**config.mk**
```make
export PLATFORM = sky130hd
export DESIGN_NAME = typed_priority_job_dispatcher
export DESIGN_NICKNAME = d
export VERILOG_FILES = /design/src/design/tpjd_pkg.sv /design/src/design/tpjd_ram.sv /design/src/design/typed_priority_job_dispatcher.sv
export SDC_FILE = /design/constraint.sdc
export NUM_CORES = 2
export LEC_CHECK = 0
export ABC_AREA = 0
export BUFFER_PORTS_ARGS = -buffer_cell sky130_fd_sc_hd__buf_2
export CAP_MARGIN = 10
export CORE_ASPECT_RATIO = 1.75
export CORE_MARGIN = 10
export CORE_UTILIZATION = 30
export CTS_CLUSTER_SIZE = 14
export DETAILED_ROUTE_END_ITERATION = 8
export PLACE_DENSITY = 0.55
export REMOVE_ABC_BUFFERS = 1
export SLEW_MARGIN = 10
export SYNTH_ARGS = -nofsm -noshare
export SYNTH_HDL_FRONTEND = slang
export SYNTH_SLANG_ARGS = --single-unit
```
**constraint.sdc**
```tcl
create_clock -name clk -period 7.55 [get_ports clk]
set_input_delay 1.1325 -clock clk [delete_from_list [all_inputs] [get_ports clk]]
set_output_delay 1.1325 -clock clk [all_outputs]
set_load 0.05 [all_outputs]
```
**src/design/tpjd_pkg.sv**
```systemverilog
// ----------------------------------------------------------------------------
// tpjd_pkg: shared types and constants
// Sizes, queue entry layout, result layout and sequencer states of the
// typed priority job dispatcher.
// ----------------------------------------------------------------------------
`default_nettype none
package tpjd_pkg;
  localparam int QUEUE_DEPTH   = 16;
  localparam int NUM_WORKERS   = 4;
  localparam int FINISH_DEPTH  = 32;
  localparam int DISCARD_DEPTH = 64;
  localparam int QAW = $clog2(QUEUE_DEPTH);
  localparam int FAW = $clog2(FINISH_DEPTH);
  localparam int DAW = $clog2(DISCARD_DEPTH);
  localparam int WAW = 2;

  localparam logic [1:0] OP_ADD    = 2'd0;
  localparam logic [1:0] OP_WORKER = 2'd1;
  localparam logic [1:0] OP_ORDER  = 2'd2;
  localparam logic [1:0] OP_LIST   = 2'd3;

  localparam logic [1:0] KIND_WORKER = 2'd0;
  localparam logic [1:0] KIND_ORDER  = 2'd1;
  localparam logic [1:0] KIND_LIST   = 2'd2;

  localparam logic [1:0] ST_PENDING   = 2'd0;
  localparam logic [1:0] ST_DISCARDED = 2'd1;
  localparam logic [1:0] ST_DOING     = 2'd2;
  localparam logic [1:0] ST_DONE      = 2'd3;

  localparam logic [2:0] REG_LIMIT = 3'd0;

  typedef struct packed {
    logic [15:0] id;
    logic [15:0] pri;
    logic [15:0] dur;
    logic [7:0]  typ;
  } qent_t;

  typedef struct packed {
    logic [1:0]  kind;
    logic        busy;
    logic [1:0]  st;
    logic [15:0] id;
    logic        valid;
  } res_t;

  typedef enum logic [4:0] {
    S_IDLE, S_TW, S_MW, S_MRD, S_MEV, S_RMRD, S_RMWR, S_CMD,
    S_ADIS, S_ADISW, S_APRD, S_APEV, S_ASRD, S_ASWR, S_AINS,
    S_OQRD, S_OQEV, S_ODRD, S_ODEV, S_LRD, S_LEV, S_EMIT
  } state_t;
endpackage
`default_nettype wire

```
**src/design/tpjd_ram.sv**
```systemverilog
// ----------------------------------------------------------------------------
// tpjd_ram: generic synchronous RAM
// One write port and one read port with registered read data that holds
// its value while no read is issued.
// ----------------------------------------------------------------------------
`default_nettype none
module tpjd_ram #(
  parameter int WIDTH = 16,
  parameter int DEPTH = 16
) (
  input  wire logic                     clk,
  input  wire logic                     we,
  input  wire logic [$clog2(DEPTH)-1:0] waddr,
  input  wire logic [WIDTH-1:0]         wdata,
  input  wire logic                     re,
  input  wire logic [$clog2(DEPTH)-1:0] raddr,
  output logic      [WIDTH-1:0]         rdata
);
  logic [WIDTH-1:0] mem [DEPTH];

  always_ff @(posedge clk) begin
    if (we) begin
      mem[waddr] <= wdata;
    end
    if (re) begin
      rdata <= mem[raddr];
    end
  end
endmodule
`default_nettype wire

```
**src/design/typed_priority_job_dispatcher.sv**
```systemverilog
// ----------------------------------------------------------------------------
// typed_priority_job_dispatcher: bounded priority queue with typed workers
// Sequencer around a queue RAM, a finished-log RAM and a discard-log RAM.
// ----------------------------------------------------------------------------
// Usage:
//   Commands arrive on the in_ valid/ready channel; results leave on the out_
//   valid/ready channel with last marking the final result of a command.
//   Configuration (queue limit, worker types) is written through cfg_we,
//   cfg_index and cfg_data while the block is idle.
//   Each command first runs one tick: each active worker counts down in turn,
//   then each idle worker scans the queue for a job of its type, and the
//   entries behind a matched job move up when it is removed. The command
//   then runs: an add discards tail entries into the discard log until the
//   queue is below the limit, scans for its position and shifts the entries
//   behind it; an order query scans the queue and then the discard log; a
//   finished list reads its entries one by one.
//   One command is in work at a time; in_ready is high only between
//   commands, and a result held in the output register does not block the
//   next command until that command wants to emit.
//   A stalled receiver holds the sequencer at its next result.
//   Reset empties the queue, idles all workers and clears both logs; the
//   queue limit resets to 16 and worker types to 0. No clearing pass.
// ----------------------------------------------------------------------------
`default_nettype none
module typed_priority_job_dispatcher
  import tpjd_pkg::*;
(
  input  wire logic        clk,
  input  wire logic        rst_n,
  input  wire logic        in_valid,
  output logic             in_ready,
  input  wire logic [1:0]  in_opcode,
  input  wire logic [15:0] in_order_id,
  input  wire logic [15:0] in_priority_req,
  input  wire logic [15:0] in_duration,
  input  wire logic [7:0]  in_order_type,
  input  wire logic [1:0]  in_worker_index,
  output logic             out_valid,
  input  wire logic        out_ready,
  output logic [1:0]       out_result_kind,
  output logic             out_worker_busy,
  output logic [1:0]       out_order_state,
  output logic [15:0]      out_job_id,
  output logic             out_entry_valid,
  output logic             out_last,
  input  wire logic        cfg_we,
  input  wire logic [2:0]  cfg_index,
  input  wire logic [7:0]  cfg_data
);
  state_t      state_r, state_nxt;
  logic [4:0]  limit_r;
  logic [7:0]  wtype_r [NUM_WORKERS];
  logic [4:0]  cnt_r, cnt_nxt;
  logic [6:0]  idx_r, idx_nxt;
  logic [4:0]  pos_r, pos_nxt;
  logic [WAW-1:0] wsel_r, wsel_nxt;
  logic        act_r [NUM_WORKERS];
  logic        act_nxt [NUM_WORKERS];
  logic [15:0] wjob_r [NUM_WORKERS];
  logic [15:0] wjob_nxt [NUM_WORKERS];
  logic [15:0] wrem_r [NUM_WORKERS];
  logic [15:0] wrem_nxt [NUM_WORKERS];
  logic [5:0]  fcnt_r [NUM_WORKERS];
  logic [5:0]  fcnt_nxt [NUM_WORKERS];
  logic [6:0]  dcnt_r, dcnt_nxt;
  logic [1:0]  op_r;
  qent_t       cmd_r;
  logic [WAW-1:0] widx_r;
  res_t        res_r, res_nxt;
  logic        out_valid_r, out_valid_nxt, out_last_r, out_last_nxt;
  res_t        out_r, out_nxt;

  logic          q_we, q_re;
  logic [QAW-1:0] q_waddr, q_raddr;
  qent_t         q_wdata, q_rdata;
  logic          f_we, f_re;
  logic [WAW+FAW-1:0] f_waddr, f_raddr;
  logic [15:0]   f_wdata, f_rdata;
  logic          d_we, d_re;
  logic [DAW-1:0] d_waddr, d_raddr;
  logic [15:0]   d_wdata, d_rdata;

  logic [4:0]  lim;
  logic        out_free, last_w, worker_hit;
  logic [15:0] rem_dec;

  tpjd_ram #(.WIDTH($bits(qent_t)), .DEPTH(QUEUE_DEPTH)) u_queue (
    .clk, .we(q_we), .waddr(q_waddr), .wdata(q_wdata),
    .re(q_re), .raddr(q_raddr), .rdata(q_rdata));
  tpjd_ram #(.WIDTH(16), .DEPTH(NUM_WORKERS * FINISH_DEPTH)) u_finished (
    .clk, .we(f_we), .waddr(f_waddr), .wdata(f_wdata),
    .re(f_re), .raddr(f_raddr), .rdata(f_rdata));
  tpjd_ram #(.WIDTH(16), .DEPTH(DISCARD_DEPTH)) u_discard (
    .clk, .we(d_we), .waddr(d_waddr), .wdata(d_wdata),
    .re(d_re), .raddr(d_raddr), .rdata(d_rdata));

  assign in_ready        = (state_r == S_IDLE);
  assign out_valid       = out_valid_r;
  assign out_result_kind = out_r.kind;
  assign out_worker_busy = out_r.busy;
  assign out_order_state = out_r.st;
  assign out_job_id      = out_r.id;
  assign out_entry_valid = out_r.valid;
  assign out_last        = out_last_r;

  always_comb begin
    if (limit_r == 5'd0) begin
      lim = 5'd1;
    end else if (limit_r > 5'(QUEUE_DEPTH)) begin
      lim = 5'(QUEUE_DEPTH);
    end else begin
      lim = limit_r;
    end
  end

  assign out_free = !out_valid_r || out_ready;
  assign last_w   = (wsel_r == WAW'(NUM_WORKERS - 1));
  assign rem_dec  = wrem_r[wsel_r] - 16'd1;

  always_comb begin
    worker_hit = 1'b0;
    for (int w = 0; w < NUM_WORKERS; w++) begin
      if (act_r[w] && wjob_r[w] == cmd_r.id) begin
        worker_hit = 1'b1;
      end
    end
  end

  always_comb begin
    state_nxt = state_r;
    cnt_nxt = cnt_r;
    idx_nxt = idx_r;
    pos_nxt = pos_r;
    wsel_nxt = wsel_r;
    act_nxt = act_r;
    wjob_nxt = wjob_r;
    wrem_nxt = wrem_r;
    fcnt_nxt = fcnt_r;
    dcnt_nxt = dcnt_r;
    res_nxt = res_r;
    out_valid_nxt = out_valid_r && !out_ready;
    out_nxt = out_r;
    out_last_nxt = out_last_r;
    q_we = 1'b0; q_re = 1'b0;
    q_waddr = idx_r[QAW-1:0]; q_raddr = idx_r[QAW-1:0];
    q_wdata = q_rdata;
    f_we = 1'b0; f_re = 1'b0;
    f_waddr = {wsel_r, fcnt_r[wsel_r][FAW-1:0]};
    f_raddr = {widx_r, idx_r[FAW-1:0]};
    f_wdata = wjob_r[wsel_r];
    d_we = 1'b0; d_re = 1'b0;
    d_waddr = dcnt_r[DAW-1:0]; d_raddr = idx_r[DAW-1:0];
    d_wdata = q_rdata.id;
    unique case (state_r)
      S_IDLE: begin
        if (in_valid) begin
          wsel_nxt = '0;
          state_nxt = S_TW;
        end
      end
      S_TW: begin
        if (act_r[wsel_r]) begin
          wrem_nxt[wsel_r] = rem_dec;
          if (rem_dec == 16'd0) begin
            act_nxt[wsel_r] = 1'b0;
            if (fcnt_r[wsel_r] < 6'(FINISH_DEPTH)) begin
              f_we = 1'b1;
              fcnt_nxt[wsel_r] = fcnt_r[wsel_r] + 6'd1;
            end
          end
        end
        if (last_w) begin
          wsel_nxt = '0;
          state_nxt = S_MW;
        end else begin
          wsel_nxt = wsel_r + WAW'(1);
        end
      end
      S_MW: begin
        if (act_r[wsel_r]) begin
          if (last_w) state_nxt = S_CMD;
          else wsel_nxt = wsel_r + WAW'(1);
        end else begin
          idx_nxt = '0;
          state_nxt = S_MRD;
        end
      end
      S_MRD: begin
        if (idx_r < {2'b00, cnt_r}) begin
          q_re = 1'b1;
          state_nxt = S_MEV;
        end else if (last_w) begin
          state_nxt = S_CMD;
        end else begin
          wsel_nxt = wsel_r + WAW'(1);
          state_nxt = S_MW;
        end
      end
      S_MEV: begin
        if (q_rdata.typ == wtype_r[wsel_r]) begin
          act_nxt[wsel_r] = 1'b1;
          wjob_nxt[wsel_r] = q_rdata.id;
          wrem_nxt[wsel_r] = q_rdata.dur;
          state_nxt = S_RMRD;
        end else begin
          idx_nxt = idx_r + 7'd1;
          state_nxt = S_MRD;
        end
      end
      S_RMRD: begin
        if ((idx_r + 7'd1) < {2'b00, cnt_r}) begin
          q_re = 1'b1;
          q_raddr = QAW'(idx_r + 7'd1);
          state_nxt = S_RMWR;
        end else begin
          cnt_nxt = cnt_r - 5'd1;
          if (last_w) begin
            state_nxt = S_CMD;
          end else begin
            wsel_nxt = wsel_r + WAW'(1);
            state_nxt = S_MW;
          end
        end
      end
      S_RMWR: begin
        q_we = 1'b1;
        idx_nxt = idx_r + 7'd1;
        state_nxt = S_RMRD;
      end
      S_CMD: begin
        idx_nxt = '0;
        case (op_r)
          OP_ADD:   state_nxt = S_ADIS;
          OP_ORDER: state_nxt = S_OQRD;
          OP_WORKER: begin
            res_nxt.kind = KIND_WORKER;
            res_nxt.busy = act_r[widx_r];
            res_nxt.st = ST_PENDING;
            res_nxt.id = act_r[widx_r] ? wjob_r[widx_r] : 16'd0;
            res_nxt.valid = 1'b0;
            state_nxt = S_EMIT;
          end
          default: begin
            if (fcnt_r[widx_r] == 6'd0) begin
              res_nxt.kind = KIND_LIST;
              res_nxt.busy = 1'b0;
              res_nxt.st = ST_PENDING;
              res_nxt.id = 16'd0;
              res_nxt.valid = 1'b0;
              state_nxt = S_EMIT;
            end else begin
              state_nxt = S_LRD;
            end
          end
        endcase
      end
      S_ADIS: begin
        if (cnt_r >= lim) begin
          q_re = 1'b1;
          q_raddr = QAW'(cnt_r - 5'd1);
          state_nxt = S_ADISW;
        end else begin
          state_nxt = S_APRD;
        end
      end
      S_ADISW: begin
        if (dcnt_r < 7'(DISCARD_DEPTH)) begin
          d_we = 1'b1;
          dcnt_nxt = dcnt_r + 7'd1;
        end
        cnt_nxt = cnt_r - 5'd1;
        state_nxt = S_ADIS;
      end
      S_APRD: begin
        if (idx_r < {2'b00, cnt_r}) begin
          q_re = 1'b1;
          state_nxt = S_APEV;
        end else begin
          pos_nxt = cnt_r;
          idx_nxt = {2'b00, cnt_r};
          state_nxt = S_ASRD;
        end
      end
      S_APEV: begin
        if (cmd_r.pri >= q_rdata.pri) begin
          pos_nxt = idx_r[4:0];
          idx_nxt = {2'b00, cnt_r};
          state_nxt = S_ASRD;
        end else begin
          idx_nxt = idx_r + 7'd1;
          state_nxt = S_APRD;
        end
      end
      S_ASRD: begin
        if (idx_r > {2'b00, pos_r}) begin
          q_re = 1'b1;
          q_raddr = QAW'(idx_r - 7'd1);
          state_nxt = S_ASWR;
        end else begin
          state_nxt = S_AINS;
        end
      end
      S_ASWR: begin
        // Moves one entry up a slot; the discard step has already made room, so none falls off.
        q_we = 1'b1;
        idx_nxt = idx_r - 7'd1;
        state_nxt = S_ASRD;
      end
      S_AINS: begin
        q_we = 1'b1;
        q_waddr = pos_r[QAW-1:0];
        q_wdata = cmd_r;
        cnt_nxt = cnt_r + 5'd1;
        state_nxt = S_IDLE;
      end
      S_OQRD: begin
        res_nxt.kind = KIND_ORDER;
        res_nxt.busy = 1'b0;
        res_nxt.id = cmd_r.id;
        res_nxt.valid = 1'b0;
        if (idx_r < {2'b00, cnt_r}) begin
          q_re = 1'b1;
          state_nxt = S_OQEV;
        end else begin
          idx_nxt = '0;
          state_nxt = S_ODRD;
        end
      end
      S_OQEV: begin
        if (q_rdata.id == cmd_r.id) begin
          res_nxt.st = ST_PENDING;
          state_nxt = S_EMIT;
        end else begin
          idx_nxt = idx_r + 7'd1;
          state_nxt = S_OQRD;
        end
      end
      S_ODRD: begin
        if (idx_r < dcnt_r) begin
          d_re = 1'b1;
          state_nxt = S_ODEV;
        end else begin
          res_nxt.st = worker_hit ? ST_DOING : ST_DONE;
          state_nxt = S_EMIT;
        end
      end
      S_ODEV: begin
        if (d_rdata == cmd_r.id) begin
          res_nxt.st = ST_DISCARDED;
          state_nxt = S_EMIT;
        end else begin
          idx_nxt = idx_r + 7'd1;
          state_nxt = S_ODRD;
        end
      end
      S_LRD: begin
        f_re = 1'b1;
        state_nxt = S_LEV;
      end
      S_LEV: begin
        if (out_free) begin
          out_valid_nxt = 1'b1;
          out_nxt.kind = KIND_LIST;
          out_nxt.busy = 1'b0;
          out_nxt.st = ST_PENDING;
          out_nxt.id = f_rdata;
          out_nxt.valid = 1'b1;
          out_last_nxt = ((idx_r + 7'd1) == {1'b0, fcnt_r[widx_r]});
          if (out_last_nxt) begin
            state_nxt = S_IDLE;
          end else begin
            idx_nxt = idx_r + 7'd1;
            state_nxt = S_LRD;
          end
        end
      end
      S_EMIT: begin
        if (out_free) begin
          out_valid_nxt = 1'b1;
          out_nxt = res_r;
          out_last_nxt = 1'b1;
          state_nxt = S_IDLE;
        end
      end
      default: state_nxt = S_IDLE;
    endcase
  end

  always_ff @(posedge clk) begin
    if (!rst_n) begin
      state_r <= S_IDLE;
      limit_r <= 5'd16;
      cnt_r <= '0;
      dcnt_r <= '0;
      out_valid_r <= 1'b0;
      for (int w = 0; w < NUM_WORKERS; w++) begin
        wtype_r[w] <= '0;
        act_r[w] <= 1'b0;
        fcnt_r[w] <= '0;
      end
    end else begin
      state_r <= state_nxt;
      cnt_r <= cnt_nxt;
      dcnt_r <= dcnt_nxt;
      out_valid_r <= out_valid_nxt;
      act_r <= act_nxt;
      fcnt_r <= fcnt_nxt;
      if (cfg_we) begin
        if (cfg_index == REG_LIMIT) begin
          limit_r <= cfg_data[4:0];
        end else if (cfg_index <= 3'(NUM_WORKERS)) begin
          wtype_r[WAW'(cfg_index - 3'd1)] <= cfg_data;
        end
      end
    end
  end

  always_ff @(posedge clk) begin
    idx_r <= idx_nxt;
    pos_r <= pos_nxt;
    wsel_r <= wsel_nxt;
    wjob_r <= wjob_nxt;
    wrem_r <= wrem_nxt;
    res_r <= res_nxt;
    out_r <= out_nxt;
    out_last_r <= out_last_nxt;
    if (state_r == S_IDLE && in_valid) begin
      op_r <= in_opcode;
      cmd_r <= '{id: in_order_id, pri: in_priority_req, dur: in_duration,
                 typ: in_order_type};
      widx_r <= in_worker_index;
    end
  end
endmodule
`default_nettype wire

```
After elaboration in Yosys (flattened, before gate mapping)
Memories as Yosys holds them, arrays and structs flattened. A register that Yosys moved wholly into a read port is not among the register bits.
Cells that the tools add are included.
{"block": "totals", "word_cells": 314, "input_bits": 76, "regBits": 298, "mem_count": 4, "ram_bits": 4000, "out_inout_bits": 25}
{"memory": "u_finished.mem", "depth": 128, "word_bits": 16, "read_ports": 1, "rd_ports_with_merged_regs": 1, "write_ports": 1, "line": "tpjd_ram.sv:19", "source": "logic [WIDTH-1:0] mem [DEPTH];"}
{"memory": "u_discard.mem", "depth": 64, "word_bits": 16, "read_ports": 1, "rd_ports_with_merged_regs": 1, "write_ports": 1, "line": "tpjd_ram.sv:19"}
{"memory": "u_queue.mem", "depth": 16, "word_bits": 56, "read_ports": 1, "rd_ports_with_merged_regs": 1, "write_ports": 1, "line": "tpjd_ram.sv:19"}
{"memory": "wtype_r", "depth": 4, "word_bits": 8, "read_ports": 1, "rd_ports_with_merged_regs": 1, "write_ports": 4, "line": "typed_priority_job_dispatcher.sv:52", "source": "logic [7:0] wtype_r [NUM_WORKERS];"}
{"block": "op_classes", "reduce_logical": 43, "bitwise": 5, "addsub": 9, "n_eq_ne": 56, "magnitude_cmp": 13, "mux": 143}
{"operator": "bitwise mux 64 bit", "n": 3}
{"operator": "two-way mux 16 bit", "n": 8}
{"operator": "two-way mux 64 bit", "n": 2}
{"operator": "one-hot mux 64 bit (2 select lines)", "n": 1}
{"operator": "one-hot mux 5 bit (21 select lines)", "n": 1}
{"operator": "binary-select mux 16 bit (select 2 bit)", "n": 3}
{"operator": "== test 16 bit", "n": 6}
{"operator": "one-hot mux 22 bit (2 select lines)", "n": 2}
{"operator": "one-hot mux 7 bit (11 select lines)", "n": 1}
{"operator": "two-way mux 22 bit", "n": 3}
{"operator": "two-way mux 5 bit", "n": 13}
{"operator": "two-way mux 7 bit", "n": 9}
{"operator": "two-way mux 56 bit", "n": 1}
{"operator": "inequality test 2 bit (second input constant)", "n": 22}
{"operator": "two-way mux 1 bit", "n": 42}
{"operator": "== test 5 x 4 -> 1 bit (second input constant)", "n": 8}
{"operator": "one-hot mux 17 bit (2 select lines)", "n": 1}
{"operator": "demux 16 bit (select 2 bit)", "n": 1}
{"operator": "== test 5 bit (second input constant)", "n": 6}
{"operator": "two-way mux 6 bit", "n": 5}
{"operator": "one-hot mux 5 bit (3 select lines)", "n": 2}
{"operator": "two-way mux 4 bit", "n": 7}
{"operator": "two-way mux 3 bit", "n": 9}
{"operator": "two-way mux 2 bit", "n": 13}
{"operator": "other kinds (68)", "n": 100}

Logic depth before layout (Yosys ltp)
{"block": "logic_depth", "word_depth": 11, "ltp_mapped": 18, "ltp_nobuf": 13}

Modules after synthesis
Synthesis repeated with hierarchy kept, for this count alone.
{"block": "hier_totals", "cells_unflattened": 7849, "area_unflattened_um2": 172451.6}
{"mod": "tpjd_ram (u_finished)", "cells_each": 3086, "area_each_um2": 78683.0, "instances": 1, "seq_area_each_um2": 61979.4}
{"mod": "tpjd_ram (u_discard)", "cells_each": 1820, "area_each_um2": 40138.5, "instances": 1, "seq_area_each_um2": 31230.0}
{"mod": "tpjd_ram (u_queue)", "cells_each": 1445, "area_each_um2": 35238.8, "instances": 1, "seq_area_each_um2": 28587.4}
{"mod": "typed_priority_job_dispatcher", "cells_each": 1498, "area_each_um2": 18391.4, "instances": 1, "seq_area_each_um2": 9409.0}

Worst setup path after synthesis
OpenSTA, ideal clock, no wires.
{"block": "synth_path", "path_type": "register to register", "startpoint": "register idx_r[0]", "endpoint": "register u_queue.rdata[0] (read register of u_queue.mem), enable pin", "setup_slack_ns": 1.307, "required_ns": 7.003, "arrival_time_ns": 5.696, "setup_time_ns": 0.547, "path_stages_with_launch": 9, "period_less_slack_ns": 6.243, "n_path_buf": 2, "cell_sequence": "edfxtp_1 clkbuf_1 clkbuf_1 nand2b_1 a21o_1 a21o_1 a21o_1 a211o_1 o21ai_0"}
{"block": "synth_between", "elab_chain_len": 4, "elab_cells_between_ends": 13, "cone_classes": "2 x add/sub; 3 x order compare; 8 x mux"}
{"element": "from (decl)", "line": "typed_priority_job_dispatcher.sv:54", "source": "logic [6:0] idx_r, idx_nxt;"}
{"element": "from (signal assigned)", "line": "typed_priority_job_dispatcher.sv:419", "source": "idx_r <= idx_nxt;"}
{"element": "adder 7 x 1 -> 7 bit", "line": "typed_priority_job_dispatcher.sv:211", "source": "if ((idx_r + 7'd1) < {2'b00, cnt_r}) begin"}
{"element": "< comparator 7 x 5 -> 1 bit", "line": "typed_priority_job_dispatcher.sv:211"}
{"element": "two-way mux 1 bit", "line": "typed_priority_job_dispatcher.sv:211"}
{"element": "one-hot mux 1 bit (4 select lines) (*)", "line": "typed_priority_job_dispatcher.sv:154", "source": "unique case (state_r)"}
{"element": "via q_re", "line": "typed_priority_job_dispatcher.sv:73", "source": "logic q_we, q_re;"}
{"element": "to (decl)", "line": "tpjd_ram.sv:17", "source": "output logic [WIDTH-1:0] rdata"}
Mark *: on every way through the listed nets, which the timed path passes. The rest lies on a longest branch.
A chain may end at the register's enable or synchronous reset.

Final worst setup path
{"block": "layout_path", "startpoint": "register wsel_r[1]", "endpoint": "memory u_finished.mem[288][8] (netlist: u_finished.mem[72][8]), enable pin"}
{"block": "layout_between", "elab_chain_len": 11, "elab_cells_between_ends": 19, "cone_classes": "1 x add/sub; 1 x order compare; 15 x mux; 1 x bitwise; 1 x reduce/logical"}
{"element": "from (decl)", "line": "typed_priority_job_dispatcher.sv:56", "source": "logic [WAW-1:0] wsel_r, wsel_nxt;"}
{"element": "from (signal assigned)", "line": "typed_priority_job_dispatcher.sv:421", "source": "wsel_r <= wsel_nxt;"}
{"element": "inverter 2 -> 3 bit (not written as such)"}
{"element": "binary-select mux 16 bit (select 2 bit) or binary-select mux 6 bit (select 2 bit) (tied branches)", "line": "typed_priority_job_dispatcher.sv:118, typed_priority_job_dispatcher.sv:148, typed_priority_job_dispatcher.sv:166"}
{"element": "two-way mux 16 bit (not written as such) or two-way mux 6 bit (tied branches) (2 in a row)", "line": "typed_priority_job_dispatcher.sv:118, typed_priority_job_dispatcher.sv:166"}
{"element": "subtractor 16 x 1 -> 16 bit or < comparator 6 bit (tied branches)", "line": "typed_priority_job_dispatcher.sv:118, typed_priority_job_dispatcher.sv:166"}
{"element": "zero test 16 bit or two-way mux 1 bit (tied branches)", "line": "typed_priority_job_dispatcher.sv:164, typed_priority_job_dispatcher.sv:166"}
{"element": "two-way mux 1 bit", "line": "typed_priority_job_dispatcher.sv:164", "source": "if (rem_dec == 16'd0) begin"}
{"element": "two-way mux 1 bit", "line": "typed_priority_job_dispatcher.sv:162", "source": "if (act_r[wsel_r]) begin"}
{"element": "two-way mux 1 bit", "line": "typed_priority_job_dispatcher.sv:154"}
{"element": "two-way mux 1 bit", "line": "tpjd_ram.sv:22", "source": "if (we) begin"}
{"element": "two-way mux 1 bit (not written as such)", "line": "tpjd_ram.sv:23", "source": "mem[waddr] <= wdata;"}
{"element": "to (decl)", "line": "tpjd_ram.sv:19"}
Several ways; a longest one is shown, not always the timed one. The select of a mux whose other input is x is not followed.

==> out/results.txt <==
status - finished, final reports clean
vias per cell - 5.22
IO buf count - 100
maximum number of pins on one net before global-route repair - 221
Peak VDD IR - 0.242 mV
GRT Total Usage - 0.150
Final Wtd Congestion - 0.842
Critical Path End Type - flop
Achievable Freq - 165 MHz
Post-Synth XOR/XNOR Area - 0.00752
Max Cap Violations - 0
mux cell area share after synthesis - 0.153
via count - 86700
Ports - 101
Logic pwr share - 0.130
Post-DP HPWL - 293000 um
final setup violation count - 0
Reg power frac - 0.526
Post-Syn Instances - 8424
vias in the first global route - 90800
PD cells - 275 nW/um^2
Synth Area in Adders - 0.00433
Clk pwr share - 0.344
Tot Pwr - 54.1 mW
Worst Setup Start Kind - flop
main combinational cell family by area after synthesis - multiplexers
Worst Max-Slew Pin Slew - 1.27 ns
Pre-antenna DRT Iters - 6
unrepaired setup endpoints after global routing - no
sequential area share after synthesis - 0.756
antenna viol nets, final - 0
CTS tree - done
postcts setup bufs - 0
switching part of the total power - 0.252
post_cts resized - 0
mapped cell area - 174000 um^2
WS Path Type - flop to flop
total grt overflow - 0
Simple-Gate Fraction of Synth Area - 0.0293
WP data arrival - 6.68 ns
H-tree depth - 5
row cnt - 369
Cell variety after synth - 83
Synth Flop Type - edfxtp_1
Initial Util - 0.301
drt drc - 0
antenna violations before repair - 33
die height - 1030 um
Reg area - 131000 um^2
final hold vios - 0
Hold/Removal Path Class - input pin to flop
deepest clock path buffer count - 4
1st-iter DRT viols - 8516
Synth Area in Compound Gates - 0.0367
final setup TNS - 0 ns
Avg Cell Area, Syn - 20.6 um^2
design area - 196000 um^2
drt wl/cell - 28.6 um
Post-synth EDFFs - 4334
clk_lat worst skew - 1.00 ns
CP Max Fanout - 38
most frequent CP cell - buf_4
Req. time, crit path - 8.17 ns
fin. max-slew vios - 0
multi-input logic area - 40400 um^2
clock skew - 0.120 ns
layout cells sized above 1 - 0.244
ys async rst share - 0
crit path time final - 6.06 ns
Hold Buf Count CTS - 0
worst-path cell chain - buf_4 > mux4_2 > nor4bb_1 > nand4_1 > nor3_1 > o2111ai_1 > a2111oi_4 > buf_4 > and2b_1 > or3b_2 > nor2_1 > buf_4
Util after Layout - 0.341
Slowest-stage cell, CP - or3b_2
Yosys reg bits - 4387
sw power - 13.6 mW
die area - 610000 um^2
crit share post-route - 0.803
P_int - 40.5 mW
Inserted Clock Buffers - 381
root buf cell - clkbuf_16
clk sink count - 4387
P&R area growth vs syn - 13.2%
standby leakage power - 59.8 nW
Synth warnings - 0
drt total wl - 476000 um
Placed Area - 185000 um^2
fill count - 53400
slowest stage delay, CP - 0.87 ns
relative slew slack - 0.149
Clk pin slew, worst setup/hold paths - 0.07 ns
first-pass GRT wire length - 677000 um
Die Wd - 595 um
nets@finish - 8896
core area - 577000 um^2
==> power by group through the flow <==
| stage | Sequential (mW) | Clock [mW] | Combinational, mW |
|---|---|---|---|
| final | 28.5 | 18.6 | 7.02 |
| after global routing | 28.5 | 19.9 | 7.47 |
| after CTS | 28.5 | 19.0 | 7.20 |
| after detailed placement | 29.0 | 0 | 7.19 |
| after global placement | 29.0 | 0 | 7.00 |
| after floorplan | 29.5 | 0 | 5.91 |
==> through the flow <==
stage	setup WS (ns)	hold WS, ns	instances
2_1_floorplan	-58.34	0.444	7877
3_3_place_gp	1.66	0.459	16000
3_5_place_dp	1.67	0.479	16000
4_1_cts	1.52	0.240	16600
5_1_grt	1.22	0.294	16600
6_report	1.49	0.323	16600
==> Yosys cell counts (14+ instances only) <==
library cell / instances / share of area
nand4_1: 28 / 0.0010
a21o_1: 15 / 0.00065
buf_1: 95 / 0.0021
dfxtp_1: 53 / 0.0061
nor2b_1: 57 / 0.0021
a22o_1: 16 / 0.00081
and3_1: 73 / 0.0026
nand3_1: 167 / 0.0048
mux2i_1: 133 / 0.0077
clkbuf_1: 432 / 0.0093
a21oi_1: 34 / 0.00098
mux2_2: 79 / 0.0051
o22ai_1: 60 / 0.0022
a32oi_1: 113 / 0.0057
buf_2: 14 / 0.00040
o21ai_0: 284 / 0.0082
xnor2_1: 120 / 0.0061
mux4_2: 1078 / 0.14
nor3_1: 36 / 0.0010
xor2_1: 21 / 0.0011
and2_1: 85 / 0.0031
a211oi_1: 67 / 0.0029
a2111oi_0: 58 / 0.0029
inv_1: 57 / 0.0012
ha_1: 60 / 0.0043
nor4_1: 16 / 0.00058
nor2_1: 272 / 0.0059
edfxtp_1: 4334 / 0.75
nand2_1: 247 / 0.0053
a311oi_1: 110 / 0.0056
a32o_1: 57 / 0.0033
==> layout by cell type, fill, tap and decap left out, types with 12 or more instances in the layout <==
master,netlist,final
buf_12,0,21
clkinv_1,2,62
edfxtp_1,4334,4334
nand4_1,28,28
nor3_1,36,32
mux2_2,79,79
bufinv_16,0,13
buf_4,3,378
xnor2_1,120,120
a311oi_1,110,110
a32o_1,57,57
nand2b_1,13,12
diode_2,0,24
nand3_1,167,166
and3_1,73,72
clkinv_2,0,34
clkbuf_16,0,390
and2_1,85,85
dfxtp_1,53,53
nor4_1,16,15
mux4_2,1078,1062
a22o_1,16,16
a32oi_1,113,112
mux4_4,0,16
nor2b_1,57,56
o22ai_1,60,60
a21o_1,15,15
a21oi_1,34,33
o21ai_0,284,278
buf_2,14,100
inv_1,57,57
mux2i_1,133,133
nor2_4,0,21
nor2_1,272,243
a211oi_1,67,67
ha_1,60,60
xor2_1,21,21
nand2_1,247,244
clkbuf_1,432,86
a2111oi_0,58,58
==> logic make-up (layout without fill, tap and decap cells) <==
kind of cell / Yosys count / after routing
other: 0 / 24
DFF: 4387 / 4387
muxes: 1290 / 1290
and+or+nand+nor: 1047 / 1047
xor gates and xnor gates: 144 / 144
adders and majority gates: 60 / 60
buffers and inverters: 607 / 1175
AOI/OAI and AO/OA: 889 / 889
==> critical path, delay by kind of cell, from the launching register on <==
family / cells / cell delay, ns
AND/OR/NAND/NOR: 6 / 2.74
AO/OA/AOI/OAI: 2 / 0.63
flip-flops: 1 / 0.70
buffers and inverters: 3 / 1.20
multiplexers: 1 / 0.36
==> flip-flops by register name, summed over array words and instances, names as in the netlist, 16 cells and up, named ones only <==
name,cells
u_discard.rdata,16
wrem_r,64
wjob_r,64
u_queue.mem,896
out_job_id,16
cmd_r,56
u_finished.mem,2048
wtype_r,32
u_finished.rdata,16
fcnt_r,24
u_queue.rdata,56
u_discard.mem,1024
res_r,21
==> per-layer routing <==
metal	track usage	share of wire	up-vias
li1	-	-	35800
met1	0.173	0.37	47000
met2	0.280	0.54	3114
met3	0.0169	0.049	805
met4	0.0613	0.046	8
met5	0	0.00014	-
==> final timing paths <==
path                           startpoint                              end  slack, ns  cells after the start
hold reg to reg   fcnt_r[11]$_SDFFE_PN0P_          fcnt_r[11]$_SDFFE_PN0P_       0.48                      2
setup reg to reg      wsel_r[1]$_DFFE_PP_  u_finished.mem[72][8]$_DFFE_PP_       1.49                     12
hold / removal           in_order_type[5]               cmd_r[5]$_DFFE_PP_       0.32                      1
setup / recovery      wsel_r[1]$_DFFE_PP_  u_finished.mem[72][8]$_DFFE_PP_       1.49                     12
==> layout make-up <==
cell class / count / area share
Antenna cell: 24 / 0.000306
Clock buffer: 478 / 0.0514
Clock inverter: 137 / 0.00635
Inverter: 60 / 0.00115
Multi-Input combinational cell: 3430 / 0.205
Sequential cell: 4387 / 0.668
Tap cell: 7605 / 0.0484
Timing Repair Buffer: 500 / 0.0192
Power figures use the tool's default switching activity.
